<file path="src/rtl/core/bpl_pkg.sv">
// Shared types and constants for the bilge pump level controller.
// Holds the configuration struct, the queue word format and the register codes.
// No dependencies.
package bpl_pkg;

	localparam int QUEUE_DEPTH = 4;
	localparam int CFG_IDX_W   = 3;
	localparam int ECHO_W      = 16;
	localparam int LEVEL_W     = 16;
	localparam int PROD_W      = 2 * ECHO_W;
	localparam int DIST_SHIFT  = 9;
	localparam int DIST_W      = PROD_W - DIST_SHIFT;

	localparam logic [2:0] MIN_ECHOES = 3'd3;
	localparam logic [2:0] ALL_ECHOES = 3'd5;

	localparam logic [15:0] RST_SOUND_SPEED = 16'd2248;
	localparam logic [15:0] RST_WELL_HEIGHT = 16'd7680;
	localparam logic [15:0] RST_PUMP_ON     = 16'd2304;
	localparam logic [15:0] RST_PUMP_OFF    = 16'd768;
	localparam logic [3:0]  RST_DEBOUNCE    = 4'd3;

	typedef enum logic [CFG_IDX_W-1:0] {
		REG_SOUND_SPEED = 3'd0,
		REG_WELL_HEIGHT = 3'd1,
		REG_PUMP_ON     = 3'd2,
		REG_PUMP_OFF    = 3'd3,
		REG_DEBOUNCE    = 3'd4
	} cfg_reg_t;

	typedef struct packed {
		logic [15:0] sound_speed_q16;
		logic [15:0] well_height_q8;
		logic [15:0] pump_on_level_q8;
		logic [15:0] pump_off_level_q8;
		logic [3:0]  debounce_count;
	} cfg_t;

	// One classified sensor period as it travels from front to back.
	typedef struct packed {
		logic              emergency;
		logic              fault;
		logic [2:0]        valid_cnt;
		logic [ECHO_W-1:0] median;
	} item_t;

endpackage

</file>
<file path="src/rtl/core/bpl_front.sv">
// Front end: accepts sensor periods, debounces the float switch,
// counts and sorts the echoes and pushes one classified word to the queue.
// Depends on bpl_pkg.
module bpl_front (
	input  logic           clk,
	input  logic           arst_n,
	input  bpl_pkg::cfg_t  cfg,
	input  logic           in_valid,
	output logic           in_stall,
	input  logic           float_low,
	input  logic [15:0]    echo_a,
	input  logic [15:0]    echo_b,
	input  logic [15:0]    echo_c,
	input  logic [15:0]    echo_d,
	input  logic [15:0]    echo_e,
	input  logic           q_full,
	output logic           push,
	output bpl_pkg::item_t push_item
);
	import bpl_pkg::*;

	logic              valid_s1;
	logic              emergency_s1;
	logic [ECHO_W-1:0] echo_s1 [5];
	logic [3:0]        run_cnt_q;

	logic              accept;
	logic [4:0]        run_next;
	logic [3:0]        run_new;
	logic              emerg_new;
	logic [ECHO_W-1:0] srt [5];
	logic [2:0]        cnt;

	function automatic logic [2*ECHO_W-1:0] order2(input logic [ECHO_W-1:0] a,
			input logic [ECHO_W-1:0] b);
		return (a > b) ? {b, a} : {a, b};
	endfunction

	assign in_stall = valid_s1 & q_full;
	assign accept   = in_valid & ~in_stall;
	assign push     = valid_s1 & ~q_full;

	// Saturating run counter on low float readings.
	always_comb begin
		run_next  = {1'b0, run_cnt_q} + 5'd1;
		run_new   = '0;
		emerg_new = 1'b0;
		if (float_low) begin
			if (run_next >= {1'b0, cfg.debounce_count}) begin
				run_new   = cfg.debounce_count;
				emerg_new = 1'b1;
			end else begin
				run_new = run_next[3:0];
			end
		end
	end

	// Timeouts are zero and sink to the bottom of the sort.
	always_comb begin
		srt = echo_s1;
		{srt[0], srt[1]} = order2(srt[0], srt[1]);
		{srt[3], srt[4]} = order2(srt[3], srt[4]);
		{srt[2], srt[4]} = order2(srt[2], srt[4]);
		{srt[2], srt[3]} = order2(srt[2], srt[3]);
		{srt[1], srt[4]} = order2(srt[1], srt[4]);
		{srt[0], srt[3]} = order2(srt[0], srt[3]);
		{srt[0], srt[2]} = order2(srt[0], srt[2]);
		{srt[1], srt[3]} = order2(srt[1], srt[3]);
		{srt[1], srt[2]} = order2(srt[1], srt[2]);
	end

	always_comb begin
		cnt = '0;
		for (int i = 0; i < 5; i++) begin
			cnt = cnt + {2'b00, (echo_s1[i] != '0)};
		end
	end

	// Median of the nonzero echoes: center for three or five, upper middle for four.
	always_comb begin
		push_item.emergency = emergency_s1;
		push_item.fault     = (cnt < MIN_ECHOES);
		push_item.valid_cnt = cnt;
		push_item.median    = (cnt == ALL_ECHOES) ? srt[2] : srt[3];
	end

	always_ff @(posedge clk or negedge arst_n) begin
		if (!arst_n) begin
			valid_s1  <= 1'b0;
			run_cnt_q <= '0;
		end else begin
			if (accept) begin
				valid_s1  <= 1'b1;
				run_cnt_q <= run_new;
			end else if (push) begin
				valid_s1 <= 1'b0;
			end
		end
	end

	always_ff @(posedge clk) begin
		if (accept) begin
			emergency_s1 <= emerg_new;
			echo_s1[0]   <= echo_a;
			echo_s1[1]   <= echo_b;
			echo_s1[2]   <= echo_c;
			echo_s1[3]   <= echo_d;
			echo_s1[4]   <= echo_e;
		end
	end

endmodule

</file>
<file path="src/rtl/core/bpl_queue.sv">
// Short first-in first-out queue of classified words between front and back.
// Depends on bpl_pkg.
module bpl_queue #(
	parameter int DEPTH = bpl_pkg::QUEUE_DEPTH
) (
	input  logic           clk,
	input  logic           arst_n,
	input  logic           push,
	input  bpl_pkg::item_t push_item,
	output logic           full,
	input  logic           pop,
	output logic           not_empty,
	output bpl_pkg::item_t pop_item
);
	import bpl_pkg::*;

	localparam int PTR_W = (DEPTH > 1) ? $clog2(DEPTH) : 1;
	localparam int CNT_W = $clog2(DEPTH + 1);

	item_t             entries_q [DEPTH];
	logic [PTR_W-1:0]  wr_ptr_q;
	logic [PTR_W-1:0]  rd_ptr_q;
	logic [CNT_W-1:0]  count_q;

	assign full      = (count_q == CNT_W'(DEPTH));
	assign not_empty = (count_q != '0);
	assign pop_item  = entries_q[rd_ptr_q];

	always_ff @(posedge clk or negedge arst_n) begin
		if (!arst_n) begin
			wr_ptr_q <= '0;
			rd_ptr_q <= '0;
			count_q  <= '0;
		end else begin
			if (push) begin
				wr_ptr_q <= (wr_ptr_q == PTR_W'(DEPTH - 1)) ? '0 : wr_ptr_q + 1'b1;
			end
			if (pop) begin
				rd_ptr_q <= (rd_ptr_q == PTR_W'(DEPTH - 1)) ? '0 : rd_ptr_q + 1'b1;
			end
			if (push && !pop) begin
				count_q <= count_q + 1'b1;
			end else if (pop && !push) begin
				count_q <= count_q - 1'b1;
			end
		end
	end

	always_ff @(posedge clk) begin
		if (push) begin
			entries_q[wr_ptr_q] <= push_item;
		end
	end

	a_count_bound: assert property (@(posedge clk) disable iff (!arst_n)
		count_q <= CNT_W'(DEPTH))
		else $error("queue count past depth");

	a_pop_drains: assert property (@(posedge clk) disable iff (!arst_n)
		pop && !push |=> count_q == $past(count_q) - 1'b1)
		else $error("queue pop lost");

endmodule

</file>
<file path="src/rtl/core/bpl_back.sv">
// Back end: turns the median echo into a level, holds it across faults,
// runs the pump priority and hysteresis and drives the output register.
// Depends on bpl_pkg.
module bpl_back (
	input  logic           clk,
	input  logic           arst_n,
	input  bpl_pkg::cfg_t  cfg,
	input  logic           q_valid,
	input  bpl_pkg::item_t q_item,
	output logic           pop,
	output logic           out_valid,
	input  logic           out_stall,
	output logic           pump_on,
	output logic           emergency,
	output logic           sensor_fault,
	output logic [15:0]    level_q8,
	output logic [2:0]     valid_echoes
);
	import bpl_pkg::*;

	logic               valid_s2;
	item_t              item_s2;
	logic [PROD_W-1:0]  prod_s2;

	logic               valid_s3;
	logic               pump_on_s3;
	logic               emergency_s3;
	logic               fault_s3;
	logic [LEVEL_W-1:0] level_s3;
	logic [2:0]         valid_cnt_s3;

	logic               pump_q;
	logic [LEVEL_W-1:0] held_level_q;

	logic               load_s3;
	logic               take_s2;
	logic [DIST_W-1:0]  distance;
	logic [DIST_W-1:0]  well_ext;
	logic [LEVEL_W-1:0] level_calc;
	logic [LEVEL_W-1:0] level_new;
	logic               pump_new;

	assign load_s3 = valid_s2 & (~valid_s3 | ~out_stall);
	assign take_s2 = ~valid_s2 | load_s3;
	assign pop     = q_valid & take_s2;

	// Distance in 1/256 cm, then clamp the level at zero.
	always_comb begin
		distance   = prod_s2[PROD_W-1:DIST_SHIFT];
		well_ext   = DIST_W'(cfg.well_height_q8);
		level_calc = (distance >= well_ext) ? '0 : LEVEL_W'(well_ext - distance);
		level_new  = item_s2.fault ? held_level_q : level_calc;
	end

	always_comb begin
		priority if (item_s2.emergency) begin
			pump_new = 1'b1;
		end else if (item_s2.fault) begin
			pump_new = 1'b0;
		end else if (level_new >= cfg.pump_on_level_q8) begin
			pump_new = 1'b1;
		end else if (level_new <= cfg.pump_off_level_q8) begin
			pump_new = 1'b0;
		end else begin
			pump_new = pump_q;
		end
	end

	always_ff @(posedge clk or negedge arst_n) begin
		if (!arst_n) begin
			valid_s2     <= 1'b0;
			valid_s3     <= 1'b0;
			pump_q       <= 1'b0;
			held_level_q <= '0;
		end else begin
			if (take_s2) begin
				valid_s2 <= q_valid;
			end
			if (~valid_s3 | ~out_stall) begin
				valid_s3 <= valid_s2;
			end
			if (load_s3) begin
				pump_q       <= pump_new;
				held_level_q <= level_new;
			end
		end
	end

	always_ff @(posedge clk) begin
		if (pop) begin
			item_s2 <= q_item;
			prod_s2 <= PROD_W'(q_item.median) * PROD_W'(cfg.sound_speed_q16);
		end
		if (load_s3) begin
			pump_on_s3   <= pump_new;
			emergency_s3 <= item_s2.emergency;
			fault_s3     <= item_s2.fault;
			level_s3     <= level_new;
			valid_cnt_s3 <= item_s2.valid_cnt;
		end
	end

	assign out_valid    = valid_s3;
	assign pump_on      = pump_on_s3;
	assign emergency    = emergency_s3;
	assign sensor_fault = fault_s3;
	assign level_q8     = level_s3;
	assign valid_echoes = valid_cnt_s3;

	a_emerg_pump: assert property (@(posedge clk) disable iff (!arst_n)
		valid_s3 && emergency_s3 |-> pump_on_s3)
		else $error("emergency without pump");

	a_fault_off: assert property (@(posedge clk) disable iff (!arst_n)
		valid_s3 && fault_s3 && !emergency_s3 |-> !pump_on_s3)
		else $error("pump on during sensor fault");

	a_fault_cnt: assert property (@(posedge clk) disable iff (!arst_n)
		valid_s3 |-> fault_s3 == (valid_cnt_s3 < MIN_ECHOES))
		else $error("fault flag disagrees with echo count");

	a_fault_hold: assert property (@(posedge clk) disable iff (!arst_n)
		load_s3 && item_s2.fault |=> held_level_q == $past(held_level_q))
		else $error("held level moved on fault");

endmodule

</file>
<file path="src/rtl/core/bilge_pump_level_control.sv">
// Top level of the bilge pump level controller: configuration registers,
// front end, word queue and back end. Depends on bpl_pkg, bpl_front,
// bpl_queue and bpl_back.
//
//  channel | direction | handshake               | word
//  --------+-----------+-------------------------+------------------------------------
//  in      | into      | in_valid / in_stall     | float_low, echo_a .. echo_e
//  out     | out of    | out_valid / out_stall   | pump_on, emergency, sensor_fault,
//          |           |                         | level_q8, valid_echoes
//  cfg     | into      | cfg_valid / cfg_ready   | cfg_index, cfg_data
//
// One word per clock unless out_stall holds; median sort, 16x16 multiply and the
// level/pump update each own a register stage, so nothing loops across cycles.
// Words pass the front, queue, multiply and output registers in that order.
// arst_n clears all valid bits, the debounce counter, the pump state and the
// held level, and loads the configuration registers with their defaults.
// out_stall backs up the output register, then the multiply stage, then the
// queue; in_stall rises only once the queue is full and the front stage holds.
// cfg_ready is always high; write only while no word is in flight.
module bilge_pump_level_control #(
	parameter int QUEUE_DEPTH = bpl_pkg::QUEUE_DEPTH
) (
	input  logic                          clk,
	input  logic                          arst_n,
	input  logic                          in_valid,
	output logic                          in_stall,
	input  logic                          float_low,
	input  logic [15:0]                   echo_a,
	input  logic [15:0]                   echo_b,
	input  logic [15:0]                   echo_c,
	input  logic [15:0]                   echo_d,
	input  logic [15:0]                   echo_e,
	output logic                          out_valid,
	input  logic                          out_stall,
	output logic                          pump_on,
	output logic                          emergency,
	output logic                          sensor_fault,
	output logic [15:0]                   level_q8,
	output logic [2:0]                    valid_echoes,
	input  logic                          cfg_valid,
	output logic                          cfg_ready,
	input  logic [bpl_pkg::CFG_IDX_W-1:0] cfg_index,
	input  logic [15:0]                   cfg_data
);
	import bpl_pkg::*;

	cfg_t  cfg_q;
	logic  q_full;
	logic  push;
	item_t push_item;
	logic  pop;
	logic  q_valid;
	item_t q_item;

	// Writes are always taken; unknown indexes drop the word.
	assign cfg_ready = 1'b1;

	always_ff @(posedge clk or negedge arst_n) begin
		if (!arst_n) begin
			cfg_q.sound_speed_q16   <= RST_SOUND_SPEED;
			cfg_q.well_height_q8    <= RST_WELL_HEIGHT;
			cfg_q.pump_on_level_q8  <= RST_PUMP_ON;
			cfg_q.pump_off_level_q8 <= RST_PUMP_OFF;
			cfg_q.debounce_count    <= RST_DEBOUNCE;
		end else if (cfg_valid && cfg_ready) begin
			unique case (cfg_reg_t'(cfg_index))
				REG_SOUND_SPEED: cfg_q.sound_speed_q16   <= cfg_data;
				REG_WELL_HEIGHT: cfg_q.well_height_q8    <= cfg_data;
				REG_PUMP_ON:     cfg_q.pump_on_level_q8  <= cfg_data;
				REG_PUMP_OFF:    cfg_q.pump_off_level_q8 <= cfg_data;
				REG_DEBOUNCE:    cfg_q.debounce_count    <= cfg_data[3:0];
				default: begin
				end
			endcase
		end
	end

	// Debounce, echo count and median sort.
	bpl_front u_front (
		.clk       (clk),
		.arst_n    (arst_n),
		.cfg       (cfg_q),
		.in_valid  (in_valid),
		.in_stall  (in_stall),
		.float_low (float_low),
		.echo_a    (echo_a),
		.echo_b    (echo_b),
		.echo_c    (echo_c),
		.echo_d    (echo_d),
		.echo_e    (echo_e),
		.q_full    (q_full),
		.push      (push),
		.push_item (push_item)
	);

	// Decouple classification from the level and pump stages.
	bpl_queue #(
		.DEPTH (QUEUE_DEPTH)
	) u_queue (
		.clk       (clk),
		.arst_n    (arst_n),
		.push      (push),
		.push_item (push_item),
		.full      (q_full),
		.pop       (pop),
		.not_empty (q_valid),
		.pop_item  (q_item)
	);

	// Level conversion, held level, pump priority and output register.
	bpl_back u_back (
		.clk          (clk),
		.arst_n       (arst_n),
		.cfg          (cfg_q),
		.q_valid      (q_valid),
		.q_item       (q_item),
		.pop          (pop),
		.out_valid    (out_valid),
		.out_stall    (out_stall),
		.pump_on      (pump_on),
		.emergency    (emergency),
		.sensor_fault (sensor_fault),
		.level_q8     (level_q8),
		.valid_echoes (valid_echoes)
	);

endmodule
</file>
<file path="config.mk">
export PLATFORM = sky130hd
export DESIGN_NAME = bilge_pump_level_control
export DESIGN_NICKNAME = d
export VERILOG_FILES = /design/src/rtl/core/bpl_pkg.sv /design/src/rtl/core/bpl_front.sv /design/src/rtl/core/bpl_queue.sv /design/src/rtl/core/bpl_back.sv /design/src/rtl/core/bilge_pump_level_control.sv
export SDC_FILE = /design/constraint.sdc
export NUM_CORES = 1
export LEC_CHECK = 0
export ABC_AREA = 0
export ABC_CLOCK_PERIOD_IN_PS = 14400
export BUFFER_PORTS_ARGS = -buffer_cell sky130_fd_sc_hd__buf_2
export CAP_MARGIN = 25
export CORE_UTILIZATION = 35
export CTS_BUF_LIST = sky130_fd_sc_hd__clkbuf_4
export CTS_CLUSTER_DIAMETER = 40
export DETAILED_ROUTE_END_ITERATION = 10
export HOLD_SLACK_MARGIN = 0.08
export PLACE_DENSITY_LB_ADDON = 0.12
export RECOVER_POWER = 100
export SLEW_MARGIN = 30
export SYNTH_ARGS = -nofsm -noshare
export SYNTH_HDL_FRONTEND = slang
export SYNTH_SLANG_ARGS = --single-unit
</file>
<file path="constraint.sdc">
create_clock -name clk -period 14.4 [get_ports clk]
set_input_delay 2.16 -clock clk [delete_from_list [all_inputs] [get_ports clk]]
set_output_delay 2.16 -clock clk [all_outputs]
set_load 0.005 [all_outputs]
</file>
# [Word-level counts from Yosys, hierarchy flattened]
# Memory sizes are Yosys's and may differ from the RTL's.
# Index checks and enable logic that the tools add are counted.
[word_totals] ff_bits=239 latch_bits=0 mem_bits_rw=84 romBits=0 input_bits=105 out_inout_bits=25 mem_count=1
[memory_table] memory="u_queue.entries_q" words=4 word_bits=21 read_ports=1 rd_ports_with_merged_regs=0 write_ports=1 line_no="bpl_queue.sv:20" rtl="item_t entries_q [DEPTH];"
[classes] addsub=10 multipliers=1 div_mod_pow=0 magnitude_cmp=14 eq_ne=8 shift=0 mux=27 bitwise_logic=12 reduce_logical=18
[op_table] operator="32-bit two-way mux" count=7
[op_table] operator="16-bit greater-than comparator" count=9
[op_table] operator="16-bit two-way mux" count=5
[op_table] operator="16-bit nonzero test" count=5
[op_table] operator="16-bit by 16-bit multiplier with 32-bit output" count=1
[op_table] operator="23-bit by 16-bit >= comparator with 1-bit output" count=1
[op_table] operator="16-bit >= comparator" count=1
[op_table] operator="16-bit less-or-equal comparator" count=1
[op_table] operator="16-bit subtractor" count=1
[op_table] operator="2-bit AND reduction" count=5
[op_table] operator="3-bit by 1-bit adder with 3-bit output" count=3
[op_table] operator="3-bit == test, second input constant" count=3
[op_table] operator="1-bit two-way mux" count=9
[op_table] operator="4-bit two-way mux" count=2
[op_table] operator="3-bit by 2-bit == test with 1-bit output, second input constant" count=2
[op_table] operator="3-bit two-way mux" count=2
[op_table] operator="4-bit by 1-bit adder with 5-bit output, second input constant" count=1
[op_table] operator="1-bit AND" count=5
[op_table] operator="5-bit by 4-bit >= comparator with 1-bit output" count=1
[op_table] operator="1-bit inverter" count=5
[op_table] operator="2-bit by 1-bit adder with 2-bit output, second input constant" count=2
[op_table] operator="2-bit == test, second input constant" count=2
[op_table] operator="2-bit two-way mux" count=2
[op_table] operator="2-bit nonzero test" count=2
[op_table] operator="other kinds (10)" count=13

# [Logic depth before layout (Yosys ltp)]
# Gate-level depths: netlist (run 1).
[depth] depth_word=13 mapped_depth=75 mapped_depth_nobuf=66

# [By module]
# Synthesis (run 1) repeated with hierarchy kept, for this count alone.
[hier_totals] cells_unflattened=2779 hier_area_um2=28638.7
[modules_own_cells] module="bpl_back" n_inst=1 cells_per_inst=1368 area_each_um2=12724.7
[modules_own_cells] module="bpl_front" n_inst=1 cells_per_inst=1116 area_each_um2=9788.1
[modules_own_cells] module="bpl_queue" n_inst=1 cells_per_inst=146 area_each_um2=3480.8
[modules_own_cells] module="bilge_pump_level_control" n_inst=1 cells_per_inst=149 area_each_um2=2645.0

# [Least setup slack after synthesis (run 1)]
# Ideal clock, no wire load.
[synth_timing] path_kind="reg2reg" from="register u_front.echo_s1[25] (netlist name)" to="memory u_queue.entries_q[0][3] (netlist name), data pin" arrival_ps=13350 t_required_ps=14170 setup_slack_ps=820 stages_incl_launch_ff=73 path_buffers=9 path_cell_list="edfxtp_1 ha_1 nand3_1 nor4_2 a21boi_2 nor3_2 nor2_1 buf_2 buf_2 mux2i_1 ha_1 a211oi_1 o21ai_1 a221oi_1 a21boi_1 nor2_1 mux2i_2 nand2_1 [... 37 more ...] mux2i_1 ha_1 nor2b_1 o21a_1 o21a_1 o21a_1 o21a_1 o21a_1 o21ai_0 nand2b_1 a221oi_1 o21ai_0 nand2_1 nor2_1 clkbuf_1 a22oi_1 mux2i_1 a221oi_1"
[synth_rtl] item="start, declared" line_no="bpl_front.sv:24" rtl="logic [ECHO_W-1:0] echo_s1 [5];"
[synth_rtl] item="end, declared" line_no="bpl_queue.sv:20"

==> flow_metrics.tcl, run 1 <==
set metrics [dict create \
    core-area_um2 77590 \
    ys_ff_latch 314 \
    clock_path_buffers 3 \
    layout_commonest_cell "inv_1" \
    cts.sinks 314 \
    grtUsageTotal_pct 20.03 \
    fillers 7846 \
    synth_xor_area_share_pct 1.209 \
    drc 0 \
    ys_warn_count 0 \
    gp_congestion 0.8848 \
    worstHoldStart "u_back.item_s2[16]" \
    violations "capacitance limit, slew limit" \
    cts_tree "yes" \
    seq_area_um2 8951 \
    first_iter_violations 843 \
    synth_cell_type_count 85 \
    wl_met1_mm 32.94 \
    syn_to_final_growth_pct 11.88 \
    fin_crit_ns 13.50 \
    htreeDepth 3 \
    wl_met3_mm 2.819 \
    cp_slowest_stage_delay_ns 0.53 \
    synth-compound-area-share_pct 10.81 \
    numPortBuffers 128 \
    synth_top_cell_by_area "edfxtp_1" \
    final_net_count 3515 \
    grt_pass1_vias 21358 \
    start_kind "register" \
    setup_violations 0 \
    grt_start_max_net_pins 69 \
    tightest_slew_ns 3.707 \
    cts_made_buffers 88 \
    ys.flop_type "edfxtp_1" \
    dpl.hpwl_mm 61.08 \
    synth_area_leaders "edfxtp_1 23%, ha_1 14%, fa_1 14%, dfrtp_1 7.7%, inv_1 5.4%" \
    worst_ep_arrival_time_ns 14.20 \
    vias 20224 \
    cp-startpoint "u_front.echo_s1[9]" \
    ys_async_sr_fraction_pct 31.53 \
    slew_headroom_pct -147.2 \
    synth_top_family_by_area "adder cells" \
    io_pins 130 \
    drive_gt1_share_pct 15.08 \
    worstPathRequired_ns 15.10 \
    highest_layer "met4" \
    drt_wl_total_mm 78.07 \
    clk_latency_ns 0.91 \
    r2r_start "u_front.echo_s1[9]" \
    dr.pass1.iters 5 \
    hold_ws_ns 0.4126 \
    rows 102 \
    final_util_pct 39.70 \
    yosysSeqAreaShare_pct 32.51 \
    met2_length_mm 39.31 \
    slowest_stage "o21ai_0" \
    antenna_found_initial 2 \
    vias_per_cell 5.052 \
    avgSynthCellArea_um2 10.18 \
    hp-class "reg -> reg" \
    fin_skew_ns 0.09370 \
    ant_nets 0 \
    dieHeight_um 282.5 \
    clkTransAtPathRegs_ns 0.06 \
    drv_cap 6 \
    netlist_area_um2 27530 \
    die_x_um 282.5 \
    slew_viol_final 253 \
    syn_inst 2704 \
    max_freq_mhz 74.09 \
    muxShareOfSynthArea_pct 7.475 \
    finalHoldViolCount 0 \
    status "complete, but fails checks" \
    grt_first_pass_wirelength_mm 121.3 \
    cp-end-kind "register" \
    yosys.area_share.simple_pct 12.50 \
    wl_per_cell_um 19.50 \
    synthAdderAreaFrac_pct 28.68 \
    start_util_pct 35.48 \
    grt_remaining_overflow 0 \
    multi_input_area_um2 16860 \
    root_buffer "clkbuf_4" \
    synth_top_area_share_pct 23.45 \
    mostFrequentLayoutCells "396 x inv_1, 321 x nand2_1, 316 x ha_1" \
    path_class "reg -> reg" \
    synthesis.nets 3322 \
    cp_max_fo 23 \
    post-route-period-util_pct 93.73 \
    die-area_um2 79800 \
    synth_edf_count 215 \
]
metal layers:
layer / vias up / global-route usage [%]
li1: 9707 / -
met1: 9953 / 24.14
met2: 414 / 35.50
met3: 150 / 2.982
met4: 0 / 8.191
met5: - / 0
worst max-delay path, delay by kind of cell (launching register included):
kind	cells	cell delay [ns]
AO/OA/AOI/OAI	25	5.82
AND/OR/NAND/NOR	17	2.94
adder cells (fa/ha/maj)	6	1.82
buffers and inverters	10	1.51
multiplexers	4	0.81
flip-flops	1	0.40
layout make-up:
type	instances	area share (%)
inverters	397	4.841
flip-flops and latches	314	29.06
multi-input cells	1899	54.73
repair buffers	197	3.611
well taps	1040	4.224
diodes	6	0.04874
clock buffers	122	2.973
clock inverters	28	0.5118
cells in the mapped netlist, types with 12 or more instances:
cell type / number
nand2b_1: 19
o21ai_0: 102
a21oi_1: 141
and2_1: 96
nor4_1: 28
inv_1: 397
xnor2_1: 26
xor2_1: 12
nand3_1: 13
dfstp_2: 14
mux2_2: 68
ha_1: 316
o21a_1: 23
dfrtp_1: 85
buf_1: 19
edfxtp_1: 215
clkbuf_1: 64
mux4_2: 21
mux2i_1: 76
nand4_1: 43
nor2b_1: 21
a21o_1: 47
nor3_1: 20
fa_1: 197
a22o_1: 15
a22oi_1: 23
nor2_1: 129
nand2_1: 322
state kept, by name, indices dropped and copies added (netlist names), 4 cells and up:
signal,flops
u_front.run_cnt_q,4
u_back.level_q8,16
cfg_q,68
u_back.prod_s2,23
u_front.echo_s1,80
u_back.held_level_q,16
u_back.item_s2,5
u_queue.entries_q,84
cells by family after synthesis:
logic type                 count (synthesis)
AOI/OAI and AO/OA                        453
xor gates and xnor gates                  38
adders and majority gates                513
buffers and inverters                    491
DFF                                      314
muxes                                    169
other                                      1
and+or+nand+nor                          725
per-stage QoR:
step	TNS, ns	cells	worst slack (ns)	cell area [µm²]
after detailed placement	-2.235	3838	-0.1665	29640
final	0	4003	0.9035	30810
after floorplan	0	2704	0.8203	27530
after global placement	0	3837	0.1419	29630
after CTS	0	3994	0.2235	30770
after global routing	-0.08482	4001	-0.02133	30800
timing repair:
action	4_1_cts	5_1_grt
setup endpoints to repair	55	64
gates resized for setup	1	28
pin swaps	1	3
endpoints found under the hold margin	0	0
buffers inserted	6	3
hold buffers	0	0
final timing paths:
path | to | slack [ns] | cells past startpoint
worst max-delay path | u_queue.entries_q[1][3] | 0.90 | 62
worst min-delay path | u_back.valid_echoes[0] | 0.41 | 0
worst max register to register | u_queue.entries_q[1][3] | 0.90 | 62
worst min register to register | u_back.valid_echoes[0] | 0.41 | 0
max in group asynchronous | u_back.held_level_q[1] | 8.11 | 2
min in group asynchronous | cfg_q[15] | 1.84 | 1
Power of run 1 is left out: the tool's default activity adds up to more than one toggle a clock period on the data nets, which glitch-free logic cannot reach.
==> run 2, diff against run 1 <==
--- a/config.mk
+++ b/config.mk
@@ -6,7 +6,7 @@
 export NUM_CORES = 1
 export LEC_CHECK = 0
 export ABC_AREA = 0
-export ABC_CLOCK_PERIOD_IN_PS = 14400
+export ABC_CLOCK_PERIOD_IN_PS = 15400
 export BUFFER_PORTS_ARGS = -buffer_cell sky130_fd_sc_hd__buf_2
 export CAP_MARGIN = 25
 export CORE_UTILIZATION = 35
==> constraint.sdc (replaced) <==
create_clock -name clk -period 15.4 [get_ports clk]
set_input_delay 2.31 -clock clk [delete_from_list [all_inputs] [get_ports clk]]
set_output_delay 2.31 -clock clk [all_outputs]
set_load 0.005 [all_outputs]
==> flow_metrics.tcl, run 2 (synthesis results as in run 1) <==
set metrics [dict create \
    r2r_slack_ns 1.25 \
    start_util_pct 35.48 \
    dr.pass1.iters 7 \
    first_iter_violations 876 \
    start_kind "register" \
    worstPathRequired_ns 15.95 \
    drt_wl_total_mm 77.54 \
    grt_first_pass_wirelength_mm 121.7 \
    cts.sinks 314 \
    core-area_um2 77590 \
    syn_to_final_growth_pct 11.28 \
    largest_reg_flops 84 \
    grt_pass1_vias 21667 \
    clk_latency_ns 0.91 \
    post-route-period-util_pct 91.90 \
    antenna_found_initial 2 \
    gp_congestion 0.8886 \
    grt_setup_unrepaired "no" \
    grt_remaining_overflow 0 \
    die-area_um2 79800 \
    root_buffer "clkbuf_4" \
    cp_common_cell "ha_1" \
    io_pins 130 \
    cts_made_buffers 89 \
    grtUsageTotal_pct 19.91 \
    dieHeight_um 282.5 \
    vias_per_cell 5.049 \
    hp-class "reg -> reg" \
    clock_path_buffers 3 \
    slew_headroom_pct -136.7 \
    slew_viol_final 255 \
    setup-tns-final_ns 0 \
    reg.largest.list "u_queue.entries_q (84), u_front.echo_s1 (80), cfg_q (68)" \
    numPortBuffers 128 \
    path_class "reg -> reg" \
    rows 102 \
    mostFrequentLayoutCells "396 x inv_1, 322 x nand2_1, 316 x ha_1" \
    dpl.hpwl_mm 60.98 \
    slowest_stage "ha_1" \
    wl_per_cell_um 19.46 \
    drc 0 \
    fin_crit_ns 14.15 \
    finalHoldViolCount 0 \
    drv_cap 8 \
    clkTransAtPathRegs_ns 0.06 \
    status "complete, but fails checks" \
    layout_commonest_cell "inv_1" \
    drive_gt1_share_pct 14.60 \
    final_cell_area_um2 30640 \
    fin_skew_ns 0.1046 \
    setup_violations 0 \
    cp-end-kind "register" \
    final_net_count 3489 \
    tightest_slew_ns 3.550 \
    ant_nets 0 \
    grt_start_max_net_pins 69 \
    cts_tree "yes" \
    htreeDepth 3 \
    cp_max_fo 36 \
    cp_slowest_stage_delay_ns 0.44 \
    die_x_um 282.5 \
    violations "capacitance limit, slew limit" \
    place_area_um2 29400 \
    vias 20121 \
    worst_ep_arrival_time_ns 14.70 \
    max_freq_mhz 70.66 \
    top_register "u_queue.entries_q" \
]
## run 2: changes by cell type in the layout (fill, tap and decap cells not counted), sizes merged
cell and delta:
buf -24, clkbuf +9, clkinv -5, diode +1
inv +1
## run 2: worst paths after layout
| path | startpoint | endpoint | cells after the start |
|---|---|---|---|
| max | u_front.echo_s1[9] | u_queue.entries_q[3][2] | 65 |
| min | u_back.item_s2[16] | u_back.valid_echoes[0] | 0 |
| max reg2reg | u_front.echo_s1[9] | u_queue.entries_q[3][2] | 65 |
| min reg2reg | u_back.item_s2[16] | u_back.valid_echoes[0] | 0 |
| max in group asynchronous | arst_n | cfg_q[43] | 3 |
| min in group asynchronous | arst_n | cfg_q[15] | 1 |
## run 2: per-layer routing
| metal | track usage [%] | wire [µm] |
|---|---|---|
| met1 | 23.88 | 33050 |
| met2 | 36.49 | 40130 |
| met3 | 2.536 | 2336 |
| met4 | 6.556 | 2024 |
| met5 | 0 | 0 |
## run 2: layout make-up
type                            count  area, µm²
Multi-Input combinational cell   1899      16850
Fill cell                        7818      46950
Inverter                          397       1491
Antenna cell                        7      17.52
Tap cell                         1040       1301
Clock inverter                     24      140.1
Timing Repair Buffer              170      887.1
Sequential cell                   314       8951
Clock buffer                      134       1006
## run 2: what timing repair did
item,4_1_cts,5_1_grt
setup buffers,0,9
hold buffers,0,0
endpoints found under the setup margin,0,64
gates resized for setup,0,17
## run 2: stage by stage
step                worst slack [ns]  util [%]  hold slack [ns]  std cells
floorplan                      1.820         -           0.4003       2704
global placement              0.7129     37.88           0.4102       3809
detailed placement            0.5515     37.90           0.4251       3810
CTS                           0.4484     39.37           0.4485       3968
global route                 0.01890     39.49           0.4548       3984
finish                         1.248     39.49           0.4376       3985
## run 2: worst max-delay path: cells and delay by family (launching register included)
kind | cells | cell delay, ns
compound gates | 30 | 6.53
simple gates | 17 | 2.07
fa+ha+maj | 6 | 2.03
mux | 5 | 1.52
buf+inv | 7 | 1.24
flops | 1 | 0.40
Power of run 2 is left out for the same reason.
